File: src/rtl/rotid_pkg.sv
// Shared constants, types and command/status structs of the rotating ID allocator.
package rotid_pkg;

  // Identifier space and field widths
  localparam int ID_BITS  = 10;
  localparam int FIELD_W  = 10;
  localparam int STATUS_W = 2;

  // Bitmap organization: the in-use map is kept as rows of WORD_W bits
  localparam int WORD_LG  = (ID_BITS < 6) ? ID_BITS - 1 : 5;
  localparam int WORD_W   = 1 << WORD_LG;
  localparam int ROW_LG   = ID_BITS - WORD_LG;
  localparam int ROWS     = 1 << ROW_LG;
  localparam int VISIT_W  = ROW_LG + 1;

  typedef logic [ID_BITS-1:0]  id_t;
  typedef logic [FIELD_W-1:0]  field_t;
  typedef logic [WORD_W-1:0]   word_t;
  typedef logic [WORD_LG-1:0]  off_t;
  typedef logic [ROW_LG-1:0]   row_t;
  typedef logic [VISIT_W-1:0]  visit_t;

  typedef enum logic {
    ACT_ALLOC   = 1'b0,
    ACT_RECYCLE = 1'b1
  } action_e;

  typedef enum logic [STATUS_W-1:0] {
    ST_ALLOCATED = 2'd0,
    ST_FULL      = 2'd1,
    ST_RELEASED  = 2'd2,
    ST_IGNORED   = 2'd3
  } status_e;

  // Commands from the controller to the datapath
  typedef struct packed {
    logic clear;  // write one zero row of the bitmap
    logic start;  // capture the accepted item
    logic read;   // read the current bitmap row
    logic eval;   // evaluate the row read last cycle
    logic load;   // move the result into the output register
  } ctrl_cmd_t;

  // Status from the datapath to the controller
  typedef struct packed {
    logic clear_last;  // last bitmap row is being cleared
    logic eval_done;   // item finished in this evaluation
    logic out_free;    // output register can take a result
  } dp_stat_t;

endpackage

File: src/rtl/rotid_if.sv
// Request and response channel interfaces of the rotating ID allocator.
interface rotid_req_if;
  logic                          valid;
  logic                          ready;
  logic                          action;
  logic [rotid_pkg::FIELD_W-1:0] release_id;

  modport source (output valid, action, release_id, input ready);
  modport sink   (input valid, action, release_id, output ready);
endinterface

interface rotid_rsp_if;
  logic                           valid;
  logic                           ready;
  logic [rotid_pkg::FIELD_W-1:0]  granted_id;
  logic [rotid_pkg::STATUS_W-1:0] status;

  modport source (output valid, granted_id, status, input ready);
  modport sink   (input valid, granted_id, status, output ready);
endinterface

File: src/rtl/rotid_ctrl.sv
// Controller state machine: clearing sweep, item capture, row scan and result hand-off.
module rotid_ctrl (
  input  logic                 clk_i,
  input  logic                 rst_ni,
  input  logic                 in_valid_i,
  output logic                 in_ready_o,
  input  rotid_pkg::dp_stat_t  stat_i,
  output rotid_pkg::ctrl_cmd_t cmd_o
);

  typedef enum logic [4:0] {
    S_CLEAR = 5'b00001,
    S_IDLE  = 5'b00010,
    S_READ  = 5'b00100,
    S_EVAL  = 5'b01000,
    S_DONE  = 5'b10000
  } state_e;

  state_e state_q, state_d;

  // Accept only while idle
  assign in_ready_o = (state_q == S_IDLE);

  // Decode commands from the current state
  always_comb begin
    cmd_o       = '0;
    cmd_o.clear = (state_q == S_CLEAR);
    cmd_o.start = (state_q == S_IDLE) && in_valid_i;
    cmd_o.read  = (state_q == S_READ);
    cmd_o.eval  = (state_q == S_EVAL);
    cmd_o.load  = (state_q == S_DONE) && stat_i.out_free;
  end

  // Advance the state
  always_comb begin
    state_d = state_q;
    case (state_q)
      S_CLEAR: if (stat_i.clear_last) state_d = S_IDLE;
      S_IDLE:  if (in_valid_i) state_d = S_READ;
      S_READ:  state_d = S_EVAL;
      S_EVAL:  state_d = stat_i.eval_done ? S_DONE : S_READ;
      S_DONE:  if (stat_i.out_free) state_d = S_IDLE;
      default: state_d = S_IDLE;
    endcase
  end

  always_ff @(posedge clk_i or negedge rst_ni) begin
    if (!rst_ni) begin
      state_q <= S_CLEAR;
    end else begin
      state_q <= state_d;
    end
  end

  // An unfinished scan always goes back for the next row
  a_scan_continues: assert property (@(posedge clk_i) disable iff (!rst_ni)
    (state_q == S_EVAL && !stat_i.eval_done) |=> (state_q == S_READ))
    else $error("scan did not continue with a row read");

  // Nothing is accepted before the clearing sweep ends
  a_no_accept_in_clear: assert property (@(posedge clk_i) disable iff (!rst_ni)
    (state_q == S_CLEAR && !stat_i.clear_last) |=> !in_ready_o)
    else $error("ready raised during clearing sweep");

endmodule

File: src/rtl/rotid_dp.sv
// Datapath: in-use bitmap RAM, rover, row scan with priority encoding, output register.
module rotid_dp (
  input  logic                          clk_i,
  input  logic                          rst_ni,
  input  rotid_pkg::ctrl_cmd_t          cmd_i,
  output rotid_pkg::dp_stat_t           stat_o,
  input  logic                          action_i,
  input  rotid_pkg::field_t             release_id_i,
  input  logic                          out_ready_i,
  output logic                          out_valid_o,
  output rotid_pkg::field_t             granted_id_o,
  output logic [rotid_pkg::STATUS_W-1:0] status_o
);

  // Bitmap storage, one row per address
  rotid_pkg::word_t mem [rotid_pkg::ROWS];
  rotid_pkg::word_t rd_q;

  rotid_pkg::row_t    clr_row_q;
  rotid_pkg::action_e act_q;
  rotid_pkg::id_t     id_q;
  logic               oob_q;
  rotid_pkg::row_t    row_q;
  logic               first_q;
  rotid_pkg::visit_t  visit_q;
  rotid_pkg::id_t     rover_q;

  rotid_pkg::id_t     res_id_q;
  rotid_pkg::status_e res_st_q;
  logic               out_valid_q;
  rotid_pkg::id_t     out_id_q;
  rotid_pkg::status_e out_st_q;

  rotid_pkg::id_t     rel_id;
  rotid_pkg::off_t    off;
  rotid_pkg::word_t   busy;
  logic               found;
  rotid_pkg::off_t    pos;
  rotid_pkg::id_t     grant;
  logic               last_visit;
  logic               rel_hit;

  logic               we;
  rotid_pkg::row_t    waddr;
  rotid_pkg::word_t   wdata;

  assign rel_id = rotid_pkg::id_t'(release_id_i);
  assign off    = id_q[rotid_pkg::WORD_LG-1:0];

  // Mark bits that cannot be granted: below the rover on the first row, and ID zero
  always_comb begin
    busy = rd_q;
    if (first_q) begin
      busy = busy | ((rotid_pkg::word_t'(1) << off) - rotid_pkg::word_t'(1));
    end
    if (row_q == '0) begin
      busy[0] = 1'b1;
    end
  end

  // Find the lowest free bit
  always_comb begin
    found = 1'b0;
    pos   = '0;
    for (int i = rotid_pkg::WORD_W - 1; i >= 0; i--) begin
      if (!busy[i]) begin
        found = 1'b1;
        pos   = rotid_pkg::off_t'(i);
      end
    end
  end

  assign grant      = {row_q, pos};
  assign last_visit = (visit_q == rotid_pkg::visit_t'(rotid_pkg::ROWS));
  assign rel_hit    = !oob_q && rd_q[off];

  // Status to the controller
  assign stat_o.clear_last = (clr_row_q == '1);
  assign stat_o.eval_done  = (act_q == rotid_pkg::ACT_RECYCLE) || found || last_visit;
  assign stat_o.out_free   = !out_valid_q || out_ready_i;

  // Select the single bitmap write
  always_comb begin
    we    = 1'b0;
    waddr = row_q;
    wdata = rd_q;
    if (cmd_i.clear) begin
      we    = 1'b1;
      waddr = clr_row_q;
      wdata = '0;
    end else if (cmd_i.eval) begin
      if (act_q == rotid_pkg::ACT_ALLOC) begin
        we          = found;
        wdata[pos]  = 1'b1;
      end else begin
        we          = rel_hit;
        wdata[off]  = 1'b0;
      end
    end
  end

  // Bitmap RAM: one write, one registered read
  always_ff @(posedge clk_i) begin
    if (we) begin
      mem[waddr] <= wdata;
    end
    if (cmd_i.read) begin
      rd_q <= mem[row_q];
    end
  end

  // Clearing sweep row counter
  always_ff @(posedge clk_i or negedge rst_ni) begin
    if (!rst_ni) begin
      clr_row_q <= '0;
    end else if (cmd_i.clear) begin
      clr_row_q <= clr_row_q + rotid_pkg::row_t'(1);
    end
  end

  // Capture the item, then step through rows
  always_ff @(posedge clk_i) begin
    if (cmd_i.start) begin
      act_q   <= rotid_pkg::action_e'(action_i);
      oob_q   <= ((release_id_i >> rotid_pkg::ID_BITS) != '0);
      first_q <= 1'b1;
      visit_q <= '0;
      if (rotid_pkg::action_e'(action_i) == rotid_pkg::ACT_ALLOC) begin
        id_q  <= rover_q;
        row_q <= rover_q[rotid_pkg::ID_BITS-1:rotid_pkg::WORD_LG];
      end else begin
        id_q  <= rel_id;
        row_q <= rel_id[rotid_pkg::ID_BITS-1:rotid_pkg::WORD_LG];
      end
    end else if (cmd_i.eval && !stat_o.eval_done) begin
      row_q   <= row_q + rotid_pkg::row_t'(1);
      first_q <= 1'b0;
      visit_q <= visit_q + rotid_pkg::visit_t'(1);
    end
  end

  // Hold the result of the evaluation
  always_ff @(posedge clk_i) begin
    if (cmd_i.eval && stat_o.eval_done) begin
      if (act_q == rotid_pkg::ACT_RECYCLE) begin
        res_id_q <= '0;
        res_st_q <= rel_hit ? rotid_pkg::ST_RELEASED : rotid_pkg::ST_IGNORED;
      end else if (found) begin
        res_id_q <= grant;
        res_st_q <= rotid_pkg::ST_ALLOCATED;
      end else begin
        res_id_q <= '0;
        res_st_q <= rotid_pkg::ST_FULL;
      end
    end
  end

  // Move the rover one past each granted ID
  always_ff @(posedge clk_i or negedge rst_ni) begin
    if (!rst_ni) begin
      rover_q <= rotid_pkg::id_t'(1);
    end else if (cmd_i.eval && act_q == rotid_pkg::ACT_ALLOC && found) begin
      rover_q <= grant + rotid_pkg::id_t'(1);
    end
  end

  // Output register
  always_ff @(posedge clk_i or negedge rst_ni) begin
    if (!rst_ni) begin
      out_valid_q <= 1'b0;
    end else if (cmd_i.load) begin
      out_valid_q <= 1'b1;
    end else if (out_ready_i) begin
      out_valid_q <= 1'b0;
    end
  end

  always_ff @(posedge clk_i) begin
    if (cmd_i.load) begin
      out_id_q <= res_id_q;
      out_st_q <= res_st_q;
    end
  end

  assign out_valid_o  = out_valid_q;
  assign granted_id_o = rotid_pkg::field_t'(out_id_q);
  assign status_o     = out_st_q;

  // A granted ID is never zero
  a_grant_nonzero: assert property (@(posedge clk_i) disable iff (!rst_ni)
    (cmd_i.eval && act_q == rotid_pkg::ACT_ALLOC && found) |-> (grant != '0))
    else $error("ID zero granted");

  // The granted bit was free in the row read
  a_grant_was_free: assert property (@(posedge clk_i) disable iff (!rst_ni)
    (cmd_i.eval && act_q == rotid_pkg::ACT_ALLOC && found) |-> !rd_q[pos])
    else $error("granted ID already in use");

  // The scan never goes past one full lap plus the start row
  a_visit_bound: assert property (@(posedge clk_i) disable iff (!rst_ni)
    cmd_i.eval |-> (visit_q <= rotid_pkg::visit_t'(rotid_pkg::ROWS)))
    else $error("scan ran past the whole bitmap");

  // Only an allocation result carries an ID
  a_id_only_on_alloc: assert property (@(posedge clk_i) disable iff (!rst_ni)
    (out_valid_q && out_st_q != rotid_pkg::ST_ALLOCATED) |-> (out_id_q == '0))
    else $error("nonzero ID on a non-allocation result");

endmodule

File: src/rtl/rotating_id_allocator_top.sv
// Top level of the rotating ID allocator: controller, datapath and channel wiring.
// Each request item either allocates the next free nonzero ID at or after the rover
// (searching forward with wraparound) or recycles release_id; one response item comes
// back for each request. The in-use bitmap sits in a RAM of 32-bit rows read one row
// per visit: an allocate reads and evaluates the rover's row, then each further row in
// turn until a free ID is found or the whole space has been scanned, when the status
// is full. A recycle reads and evaluates the row addressed by release_id. One item
// is in work at a time; the response waits in an output register, and the next
// request is accepted while it is still held. After reset a clearing sweep writes one
// bitmap row per cycle (32 rows at ID_BITS = 10) with ready low.
module rotating_id_allocator_top (
  input  logic        clk_i,
  input  logic        rst_ni,
  rotid_req_if.sink   req_i,
  rotid_rsp_if.source rsp_o
);

  rotid_pkg::ctrl_cmd_t cmd;
  rotid_pkg::dp_stat_t  stat;
  logic                 in_ready;

  rotid_ctrl u_ctrl (
    .clk_i      (clk_i),
    .rst_ni     (rst_ni),
    .in_valid_i (req_i.valid),
    .in_ready_o (in_ready),
    .stat_i     (stat),
    .cmd_o      (cmd)
  );

  rotid_dp u_dp (
    .clk_i        (clk_i),
    .rst_ni       (rst_ni),
    .cmd_i        (cmd),
    .stat_o       (stat),
    .action_i     (req_i.action),
    .release_id_i (req_i.release_id),
    .out_ready_i  (rsp_o.ready),
    .out_valid_o  (rsp_o.valid),
    .granted_id_o (rsp_o.granted_id),
    .status_o     (rsp_o.status)
  );

  assign req_i.ready = in_ready;

endmodule
File: src/flat_wrapper.sv
// flat-port wrapper written by rule: the top's interface ports become plain ports
module rotating_id_allocator_top_flat 
  (clk_i, rst_ni, req_i_valid, req_i_action, req_i_release_id, req_i_ready, rsp_o_valid, rsp_o_granted_id, rsp_o_status, rsp_o_ready);
  rotid_req_if req_i_i ();
  rotid_rsp_if rsp_o_i ();
  input  logic clk_i;
  input  logic rst_ni;
  input wire logic [$bits(req_i_i.valid)-1:0] req_i_valid;
  input wire logic [$bits(req_i_i.action)-1:0] req_i_action;
  input wire logic [$bits(req_i_i.release_id)-1:0] req_i_release_id;
  output wire logic [$bits(req_i_i.ready)-1:0] req_i_ready;
  output wire logic [$bits(rsp_o_i.valid)-1:0] rsp_o_valid;
  output wire logic [$bits(rsp_o_i.granted_id)-1:0] rsp_o_granted_id;
  output wire logic [$bits(rsp_o_i.status)-1:0] rsp_o_status;
  input wire logic [$bits(rsp_o_i.ready)-1:0] rsp_o_ready;
  assign req_i_i.valid = req_i_valid;
  assign req_i_i.action = req_i_action;
  assign req_i_i.release_id = req_i_release_id;
  assign req_i_ready = req_i_i.ready;
  assign rsp_o_valid = rsp_o_i.valid;
  assign rsp_o_granted_id = rsp_o_i.granted_id;
  assign rsp_o_status = rsp_o_i.status;
  assign rsp_o_i.ready = rsp_o_ready;
  rotating_id_allocator_top u_core (.clk_i(clk_i), .rst_ni(rst_ni), .req_i(req_i_i), .rsp_o(rsp_o_i));
endmodule
File: config.mk
export PLATFORM = sky130hd
export DESIGN_NAME = rotating_id_allocator_top_flat
export DESIGN_NICKNAME = d
export VERILOG_FILES = /design/src/rtl/rotid_pkg.sv /design/src/rtl/rotid_if.sv /design/src/rtl/rotid_ctrl.sv /design/src/rtl/rotid_dp.sv /design/src/rtl/rotating_id_allocator_top.sv /design/src/flat_wrapper.sv
export SDC_FILE = /design/constraint.sdc
export NUM_CORES = 1
export LEC_CHECK = 0
export BUFFER_PORTS_ARGS = -buffer_cell sky130_fd_sc_hd__buf_2
export CAP_MARGIN = 20
export CORE_MARGIN = 2
export CORE_UTILIZATION = 45
export CTS_CLUSTER_DIAMETER = 100
export DETAILED_ROUTE_END_ITERATION = 6
export PLACE_DENSITY = 0.6
export SLEW_MARGIN = 0
export SYNTH_ARGS = -nofsm -noshare
export SYNTH_HDL_FRONTEND = slang
export SYNTH_HIERARCHICAL = 1
export SYNTH_SLANG_ARGS = --single-unit
File: constraint.sdc
create_clock -name clk_i -period 18.9 [get_ports clk_i]
set_input_delay 3.78 -clock clk_i [delete_from_list [all_inputs] [get_ports clk_i]]
set_output_delay 3.78 -clock clk_i [all_outputs]
set_load 0.02 [all_outputs]
==> qor.csv, run 1 <==
metric,value,unit
final-report hold violation count,0,
Initial DRT Pass Iterations,6,
CP Capture Type,flip-flop,
Worst IR Drop VDD,0.06820,mV
"antenna viol nets, final",0,
layout cells sized above 1,0.3086,
cell family with most CP delay,simple AND/OR/NAND/NOR gates,
largest net degree at the start of global routing,103,
Post-synth top cells,"edfxtp_1 (1091), mux4_2 (328), nor2_1 (98)",
Crit Path Max Fanout,40,
CTS buffer count,109,
Mapped Cells,2211,
crit path kind,reg -> reg,
first-pass GRT wire length,170300,um
Clock Latency Late Sink,0.71,ns
Setup TNS,0,ns
CP cell instances,buf_4 -> nor3_1 -> nand2_1 -> ha_1 -> buf_4 -> or4_1 -> o21ai_1 -> a221oi_1 -> a211o_1 -> or2_0 -> or3_1 -> o21a_1 -> inv_1 -> ha_1 -> inv_1 -> nor3_2 -> nand2_1 -> a21oi_2 -> buf_6,
DR vias,23110,
actual slew at the worst max-slew pin,1.086,ns
pwr dens,131.2,nW/um^2
vias in the first global route,23310,
Synth area leaders,"edfxtp_1 (72%), mux4_2 (16%), dfrtp_1 (1.1%)",
final instance area,51290,um^2
Clock Sinks,1119,
sequential area share after synthesis,0.7383,
max-slew violations,0,
static leakage,15.97,nW
Min-Delay Path Class,reg -> reg,
root buf cell,clkbuf_16,
Worst Path Required,19.44,ns
crit path max-delay cell type,nor3_2,
CTS resizes,0,
I/O pin total,29,
cell area after synthesis,45280,um^2
crit path buf inv count,5,
clk buf depth,3,
Post-Route WL,118200,um
Worst EP arrival,7.06,ns
worst rel slew slack,0.2735,
share of the synthesized area in the top cell type,0.7236,
DP HPWL,67020,um
NetSw,1.916,mW
IO buf count,28,
"Remaining Overflow, GRT",0,
ys flop type,edfxtp_1,
syn avg cell area,20.48,um^2
Initial Util,0.4534,
top-count cell post-synth,edfxtp_1,
final core utilization,0.5136,
ratio of final minimum period to clock period,0.3450,
initial antenna violation count,3,
Int Pwr,4.812,mW
Max stage delay on crit path,0.78,ns
leading area contributor after synthesis,edfxtp_1,
Post-CTS Setup Repair Bufs,0,
number of flops mapped to enable cells by yosys,1091,
Yosys reg bits,1119,
GPL Wtd Cong,0.8492,
combinational share of power,0.242,
Hold Startpoint,u_core/u_dp/res_id_q[6],
DR WL/cell,31.91,um
CTS H-Tree Depth,3,
Area Overhead vs Synth,13.28,%
CP Launch Type,flip-flop,
post-place instance area,47570,um^2
warnings from Yosys,6,
Layout Skew,0.04426,ns
core area,99860,um^2
Setup crit start,u_core/u_dp/id_q[1],
Nets,2345,
RSZ-0062 raised after global routing,false,
remaining routing DRC violations,0,
global-route usage over all layers,0.2323,
unique cell type count in the Yosys netlist,84,
Seq pwr share,0.442,
Net Sw Frac,0.2848,
Clock Pin Slew Worst Setup and Hold Paths,0.06,ns
crit path time final,6.520,ns
ys async rst share,0.01877,
net count after synthesis,2237,
Highest Clock Rate,153.4,MHz
Die ar.,103200,um^2
Vias/cell,6.235,
die width,321.2,um
Hold Buf Count CTS,0,
ant diodes,0,
max-cap violations,0,
Rows,116,
status,completed,
CTS tree,done,
Clk pwr share,0.316,
Die Span Y,321.2,um
DRT iter0 DRCs,2737,
FF-to-FF Start,u_core/u_dp/id_q[1],
# setup viols final,0,
-- through the flow --
stage | power, mW | setup slack (ns) | cells | hold WS [ns]
floorplan | 4.126 | 12.96 | 2211 | 0.4003
CTS | 6.764 | 12.07 | 3691 | 0.4200
global placement | 4.625 | 12.34 | 3489 | 0.4064
finish | 6.727 | 12.38 | 3706 | 0.4180
detailed placement | 4.644 | 12.12 | 3491 | 0.4045
global route | 6.976 | 11.99 | 3706 | 0.4299
-- registers in the layout, summed over array words and instances (netlist names), 5 cells and up --
| signal | flops |
|---|---|
| u_core/u_dp/id_q | 5 |
| u_core/u_dp/granted_id_o | 10 |
| u_core/u_ctrl/state_q | 5 |
| u_core/u_dp/mem | 1024 |
| u_core/u_dp/rd_q | 32 |
| u_core/u_dp/row_q | 5 |
| u_core/u_dp/visit_q | 6 |
| u_core/u_dp/rover_q | 10 |
| u_core/u_dp/res_id_q | 10 |
| u_core/u_dp/clr_row_q | 5 |
-- layout by cell type (no fill, tap or decap), types with 12 or more instances in the layout --
master and count:
mux4_2 328, nand3_1 15, nor3_1 18, clkbuf_16 110, nor2_4 33, clkinv_1 24, nand2_1 80, a21oi_2 19
clkbuf_1 17, buf_8 14, inv_1 21, a21oi_1 51, mux2_2 41, clkinv_2 20, o21ai_0 48, edfxtp_1 1091
dfrtp_1 19, buf_4 78, o31ai_1 12, nor2_1 66, buf_2 28, nand2b_1 14
-- layout make-up --
| cell class | instances | area, um^2 |
|---|---|---|
| clock inverter | 73 | 684.4 |
| inverter | 22 | 82.58 |
| timing repair buffer | 123 | 987.2 |
| fill | 7769 | 48570 |
| clock buffer | 127 | 2816 |
| multi-input combinational | 944 | 11660 |
| tap | 1298 | 1624 |
| sequential | 1119 | 33430 |
-- kinds of logic after synthesis --
kind of cell	Yosys count	share of synthesized area
AOI/OAI and AO/OA	227	0.03253
xor gates and xnor gates	14	0.002708
adders and majority gates	11	0.003040
buffers and inverters	148	0.01324
DFF	1119	0.7383
muxes	376	0.1749
and+or+nand+nor	316	0.03526
-- path summary, 6_finish.rpt --
path	to	slack (ns)	cells past startpoint
worst max-delay path	u_core/u_dp/mem[29][27]	12.38	19
max in group asynchronous	u_core/u_ctrl/state_q[0]	15.48	1
min in group asynchronous	u_core/u_dp/rover_q[4]	3.04	1
worst min-delay path	u_core/u_dp/granted_id_o[6]	0.42	0
worst min register to register	u_core/u_dp/granted_id_o[6]	0.42	0
worst max register to register	u_core/u_dp/mem[29][27]	12.38	19
-- layer usage --
metal / track usage / part of all wire / vias to the layer above / routed length [um]
met3: 0.04603 / 0.083 / 192 / 9761
met5: 0 / 0 / - / 0
met1: 0.3222 / 0.40 / 12450 / 47760
li1: - / - / 9476 / -
met4: 0.06698 / 0.024 / 0 / 2869
met2: 0.3767 / 0.49 / 992 / 57850
-- power groups by stage --
stage | logic [mW] | clock network (mW) | registers (mW)
final | 1.63 | 2.12 | 2.97
after global routing | 1.74 | 2.26 | 2.98
after CTS | 1.62 | 2.17 | 2.97
after detailed placement | 1.62 | 0 | 3.03
after global placement | 1.60 | 0 | 3.03
after floorplan | 1.13 | 0 | 3.00
Note: power is estimated with default switching activity, not from simulation.
==> run 2, diff against run 1 <==
Clock period 18.9 ns to 6.1 ns, I/O delays scaled along.
==> qor.csv, run 2 (synthesis results as in run 1) <==
metric,value,unit,change
CTS H-Tree Depth,3,,unchanged
CTS resizes,0,,unchanged
CP Capture Type,flip-flop,,
Worst EP arrival,5.81,ns,-1.25 ns
"antenna viol nets, final",0,,unchanged
pwr dens,404.2,nW/um^2,+210%
status,completed,,
RSZ-0062 raised after global routing,false,,
Hold Startpoint,u_core/u_dp/res_id_q[7],,
GPL Wtd Cong,0.8866,,+4.4%
CP cell instances,nor3_1 -> nand2_1 -> ha_1 -> buf_4 -> or3_1 -> a211oi_1 -> o31ai_1 -> a2111oi_0 -> o21ai_0 -> a311oi_1 -> nor2_1 -> inv_1 -> ha_1 -> and2_1 -> a21oi_1 -> nor3_2 -> buf_4,,
final-report hold violation count,0,,unchanged
die width,321.2,um,unchanged
Crit Path Max Fanout,32,,-20%
DP HPWL,67760,um,+1.1%
CTS buffer count,112,,+2.8%
register area,33430,um^2,unchanged
Post-CTS Setup Repair Bufs,0,,unchanged
largest net degree at the start of global routing,117,,+14%
Initial Util,0.4534,,unchanged
global-route usage over all layers,0.2365,,+0.004171
Post-Route WL,120200,um,+1.7%
ratio of final minimum period to clock period,0.8723,,+0.5273
static leakage,16.22,nW,+1.6%
DR vias,23390,,+1.2%
multi-input combinational cell area,11640,um^2,-0.24%
IO buf count,28,,unchanged
Fill cells,7764,,-0.064%
final instance area,51780,um^2,+0.96%
Area Overhead vs Synth,14.36,%,
reg2reg path depth,17,,-2
max-slew violations,0,,unchanged
worst rel slew slack,0.2276,,-0.04592
ant diodes,0,,unchanged
Highest Clock Rate,187.9,MHz,+23%
max-cap violations,0,,unchanged
clk buf depth,3,,unchanged
crit path time final,5.321,ns,-1.200 ns
Initial DRT Pass Iterations,5,,-1
WHS Endpoint,u_core/u_dp/granted_id_o[7],,
I/O pin total,29,,unchanged
Vias/cell,6.241,,about the same
Worst Path Required,6.59,ns,-12.85 ns
Clock Sinks,1119,,unchanged
Critical R2R Capture,u_core/u_dp/mem[16][28],,
Die ar.,103200,um^2,unchanged
Largest regs,"u_core/u_dp/mem (1024), u_core/u_dp/rd_q (32)",,
Die Span Y,321.2,um,unchanged
Clock Latency Late Sink,0.71,ns,about the same
CTS tree,done,,
vias in the first global route,23700,,+1.7%
initial antenna violation count,2,,-1
most frequent cells in the layout,"edfxtp_1 (1091), mux4_2 (328), clkbuf_16 (112)",,
Layout Skew,0.03220,ns,-0.01206 ns
Hold Buf Count CTS,0,,unchanged
crit path kind,reg -> reg,,
CP Launch Type,flip-flop,,
Clock Pin Slew Worst Setup and Hold Paths,0.06,ns,about the same
placed cells,3538,,+1.3%
fin cells,3748,,+1.1%
first-pass GRT wire length,173100,um,+1.6%
actual slew at the worst max-slew pin,1.159,ns,+0.07289 ns
DRT iter0 DRCs,2898,,+5.9%
layout cells sized above 1,0.3192,,+0.01063
"most common cell after layout, fill and taps aside",edfxtp_1,,
Min-Delay Path Class,reg -> reg,,
Cells on Worst Hold Path,0,,unchanged
Worst IR Drop VDD,0.3029,mV,+340%
core area,99860,um^2,unchanged
DR WL/cell,32.07,um,+0.52%
Largest register FFs,1024,,unchanged
post-place instance area,48240,um^2,+1.4%
Rows,116,,unchanged
largest reg by FF count,u_core/u_dp/mem,,
FF-to-FF setup slack,0.78,ns,-11.60 ns
"Remaining Overflow, GRT",0,,unchanged
# setup viols final,0,,unchanged
Nets,2382,,+1.6%
remaining routing DRC violations,0,,unchanged
FF-to-FF Start,u_core/u_dp/id_q[1],,
root buf cell,clkbuf_16,,
Max stage delay on crit path,0.65,ns,-0.13 ns
crit path max-delay cell type,and2_1,,
Setup TNS,0,ns,unchanged
run 2: worst max-delay path, delay by kind of cell (launching register included):
family / cells / cell delay (ns)
buf+inv: 3 / 0.69
fa+ha+maj: 2 / 0.42
flops: 1 / 0.45
compound gates: 6 / 1.68
simple gates: 6 / 1.86
run 2: worst max path at each step:
stage                        startpoint                       to  depth (start not counted)
floorplan           u_core/u_dp/id_q[1]   u_core/u_dp/mem[0][26]                         21
global placement    u_core/u_dp/id_q[0]   u_core/u_dp/mem[4][25]                         14
detailed placement  u_core/u_dp/id_q[0]  u_core/u_dp/mem[16][28]                         17
CTS                 u_core/u_dp/id_q[1]  u_core/u_dp/mem[16][28]                         17
global route        u_core/u_dp/id_q[0]  u_core/u_dp/mem[19][28]                         17
finish              u_core/u_dp/id_q[1]  u_core/u_dp/mem[16][28]                         17
run 2: through the flow:
step | hold WS, ns | power, mW | util | setup slack, ns
final | 0.4207 | 20.93 | 0.5185 | 0.7792
after global routing | 0.4410 | 21.69 | 0.5185 | 0.3690
after CTS | 0.4237 | 21.09 | 0.5184 | 0.9279
after detailed placement | 0.4090 | 14.52 | 0.4831 | 0.9498
after global placement | 0.4149 | 14.47 | 0.4826 | 0.9631
after floorplan | 0.4003 | 12.78 | - | 0.1589
run 2: per-layer routing:
metal	share of wire	global-route usage	vias to the layer above
met1	0.41	0.3330	12670
met3	0.071	0.03690	187
met4	0.029	0.07051	0
met2	0.49	0.3844	986
met5	0	0	-
li1	-	-	9548
run 2: power by group:
group | leakage [nW] | switching, mW | total [mW] | internal [mW]
clock network | 1.73 | 2.90 | 6.58 | 3.68
logic | 4.35 | 2.95 | 5.13 | 2.19
registers | 10.1 | 0.185 | 9.22 | 9.03
run 2: area by class of cell:
cell class,instances,area share
clock buffer,136,0.05645
clock inverter,72,0.01165
inverter,22,0.001595
multi-input combinational,944,0.2247
sequential,1119,0.6456
tap,1298,0.03136
timing repair buffer,157,0.02861
==> run 3, diff against run 2 <==
Settings changed: CORE_UTILIZATION 45 to 25, PLACE_DENSITY 0.6 to 0.38.
==> qor.csv, run 3 (synthesis results as in run 1) <==
metric,value,unit,change
status,completed,,
remaining routing DRC violations,0,,unchanged
worst rel slew slack,0.2488,,+0.02128
first-pass GRT wire length,195400,um,+13%
GPL Wtd Cong,0.8821,,-0.51%
post-place instance area,49370,um^2,+2.3%
Hold Buf Count CTS,0,,unchanged
CTS tree,done,,
DP HPWL,78520,um,+16%
actual slew at the worst max-slew pin,1.123,ns,-0.03548 ns
Post-Route WL,139500,um,+16%
FF-to-FF setup slack,0.61,ns,-0.17 ns
Clock Sinks,1119,,unchanged
most frequent cells in the layout,"edfxtp_1 (1091), mux4_2 (328), clkbuf_16 (122)",,
Clock Pin Slew Worst Setup and Hold Paths,0.06,ns,about the same
max-slew violations,0,,unchanged
worst hold slack,0.3992,ns,-0.02147 ns
vias in the first global route,24270,,+2.4%
initial antenna violation count,3,,+1
Initial Util,0.2510,,-0.2024
"most common cell after layout, fill and taps aside",edfxtp_1,,
CP Capture Type,flip-flop,,
core area,180400,um^2,+81%
IO buf count,28,,unchanged
root buf cell,clkbuf_16,,
CTS H-Tree Depth,3,,unchanged
Worst Path Required,6.51,ns,-0.08 ns
Vias/cell,4.769,,-24%
largest reg by FF count,u_core/u_dp/mem,,
crit path kind,reg -> reg,,
ratio of final minimum period to clock period,0.9005,,+0.02826
global-route usage over all layers,0.1504,,-0.08613
Nets,2390,,+0.34%
final instance area,53300,um^2,+2.9%
Area Overhead vs Synth,17.72,%,
Highest Clock Rate,182.0,MHz,-3.1%
Crit Path Max Fanout,21,,-34%
I/O pin total,29,,unchanged
total power after layout,21.69,mW,+3.6%
Setup TNS,0,ns,unchanged
RSZ-0062 raised after global routing,false,,
pwr dens,406.9,nW/um^2,+0.68%
Clock Latency Late Sink,0.75,ns,+0.04 ns
Rows,156,,+34%
Largest register FFs,1024,,unchanged
Fill cells,17660,,+130%
largest net degree at the start of global routing,128,,+9.4%
# setup viols final,0,,unchanged
Worst EP arrival,5.90,ns,+0.09 ns
Initial DRT Pass Iterations,6,,+1
final-report hold violation count,0,,unchanged
Worst IR Drop VDD,0.2788,mV,-8.0%
DR WL/cell,28.85,um,-10%
static leakage,16.35,nW,+0.79%
crit path time final,5.493,ns,+0.1724 ns
Layout Skew,0.04570,ns,+0.01350 ns
Largest regs,"u_core/u_dp/mem (1024), u_core/u_dp/rd_q (32)",,
CP Launch Type,flip-flop,,
Min-Delay Path Class,reg -> reg,,
die width,429.6,um,+34%
CTS buffer count,121,,+8.0%
layout cells sized above 1,0.3218,,+0.002665
"Remaining Overflow, GRT",0,,unchanged
Die Span Y,429.6,um,+34%
Die ar.,184500,um^2,+79%
DR vias,23070,,-1.4%
clk buf depth,3,,unchanged
DRT iter0 DRCs,1943,,-33%
"antenna viol nets, final",0,,unchanged
ant diodes,0,,unchanged
max-cap violations,0,,unchanged
==> run 3: changes by cell type in the layout (fill, tap and decap cells not counted), moves of 5 or more <==
cell,previous run,this run
buf_12,30,12
buf_4,98,115
bufinv_16,6,12
clkbuf_16,112,122
clkinv_1,22,30
clkinv_2,29,24
==> run 3: per-stage QoR <==
step           utilization  worst slack (ns)  std cells
2_1_floorplan            -            0.1589       2211
3_3_place_gp        0.2737            0.2798       4609
3_5_place_dp        0.2737            0.2838       4610
4_1_cts             0.2954            0.2722       4836
5_1_grt             0.2955            0.1468       4837
6_report            0.2955            0.6068       4837
==> run 3: worst paths after layout <==
check / start / endpoint / cells past startpoint
min in group asynchronous: rst_ni / u_core/u_ctrl/state_q[4] / 1
max in group asynchronous: rst_ni / u_core/u_dp/rover_q[0] / 1
worst min-delay path: u_core/u_dp/res_id_q[9] / u_core/u_dp/granted_id_o[9] / 0
worst max-delay path: u_core/u_dp/id_q[3] / u_core/u_dp/mem[11][6] / 15
worst min register to register: u_core/u_dp/res_id_q[9] / u_core/u_dp/granted_id_o[9] / 0
worst max register to register: u_core/u_dp/id_q[3] / u_core/u_dp/mem[11][6] / 15
==> run 3: area by class of cell <==
cell class,count,area (um^2),area share
Clock buffer,146,3143,0.05897
Clock inverter,80,774.5,0.01453
Inverter,22,82.58,0.001549
Multi-Input combinational cell,944,11650,0.2187
Sequential cell,1119,33430,0.6272
Tap cell,2370,2965,0.05564
Timing Repair Buffer,156,1249,0.02343
==> run 3: timing repair <==
item                                   4_1_cts  5_1_grt
endpoints found under the hold margin        0        0
gates resized for setup                      0        2
setup buffers                                0        0
setup endpoints to repair                    0      534
==> run 3: worst max-delay path, cell delays in order (launching register included) <==
cell and delay (ns):
edfxtp_1 0.46, nor3_2 0.39, nand2_1 0.11, ha_2 0.32, buf_4 0.23, or4bb_1 0.47, a211oi_1 0.27, o22ai_1 0.23
nor4_2 0.48, and2_1 0.29, a21o_1 0.21, buf_4 0.20, a2111oi_0 0.13, a31oi_2 0.92, nor2_4 0.06, buf_4 0.37
==> run 3: where the power goes <==
part / total (mW) / internal [mW] / switching, mW
combinational: 5.26 / 2.19 / 3.07
clock: 7.23 / 4.17 / 3.06
sequential: 9.20 / 9.03 / 0.165
total: 21.7 / 15.4 / 6.29
==> run 3: routing by layer <==
layer / part of all wire / up-vias / wire (um) / global-route usage
met5: 0 / - / 0 / 0
met4: 0.023 / 0 / 3194 / 0.04260
met3: 0.040 / 168 / 5529 / 0.02046
met2: 0.49 / 599 / 67990 / 0.2478
met1: 0.45 / 12740 / 62830 / 0.2073
li1: - / 9559 / - / -
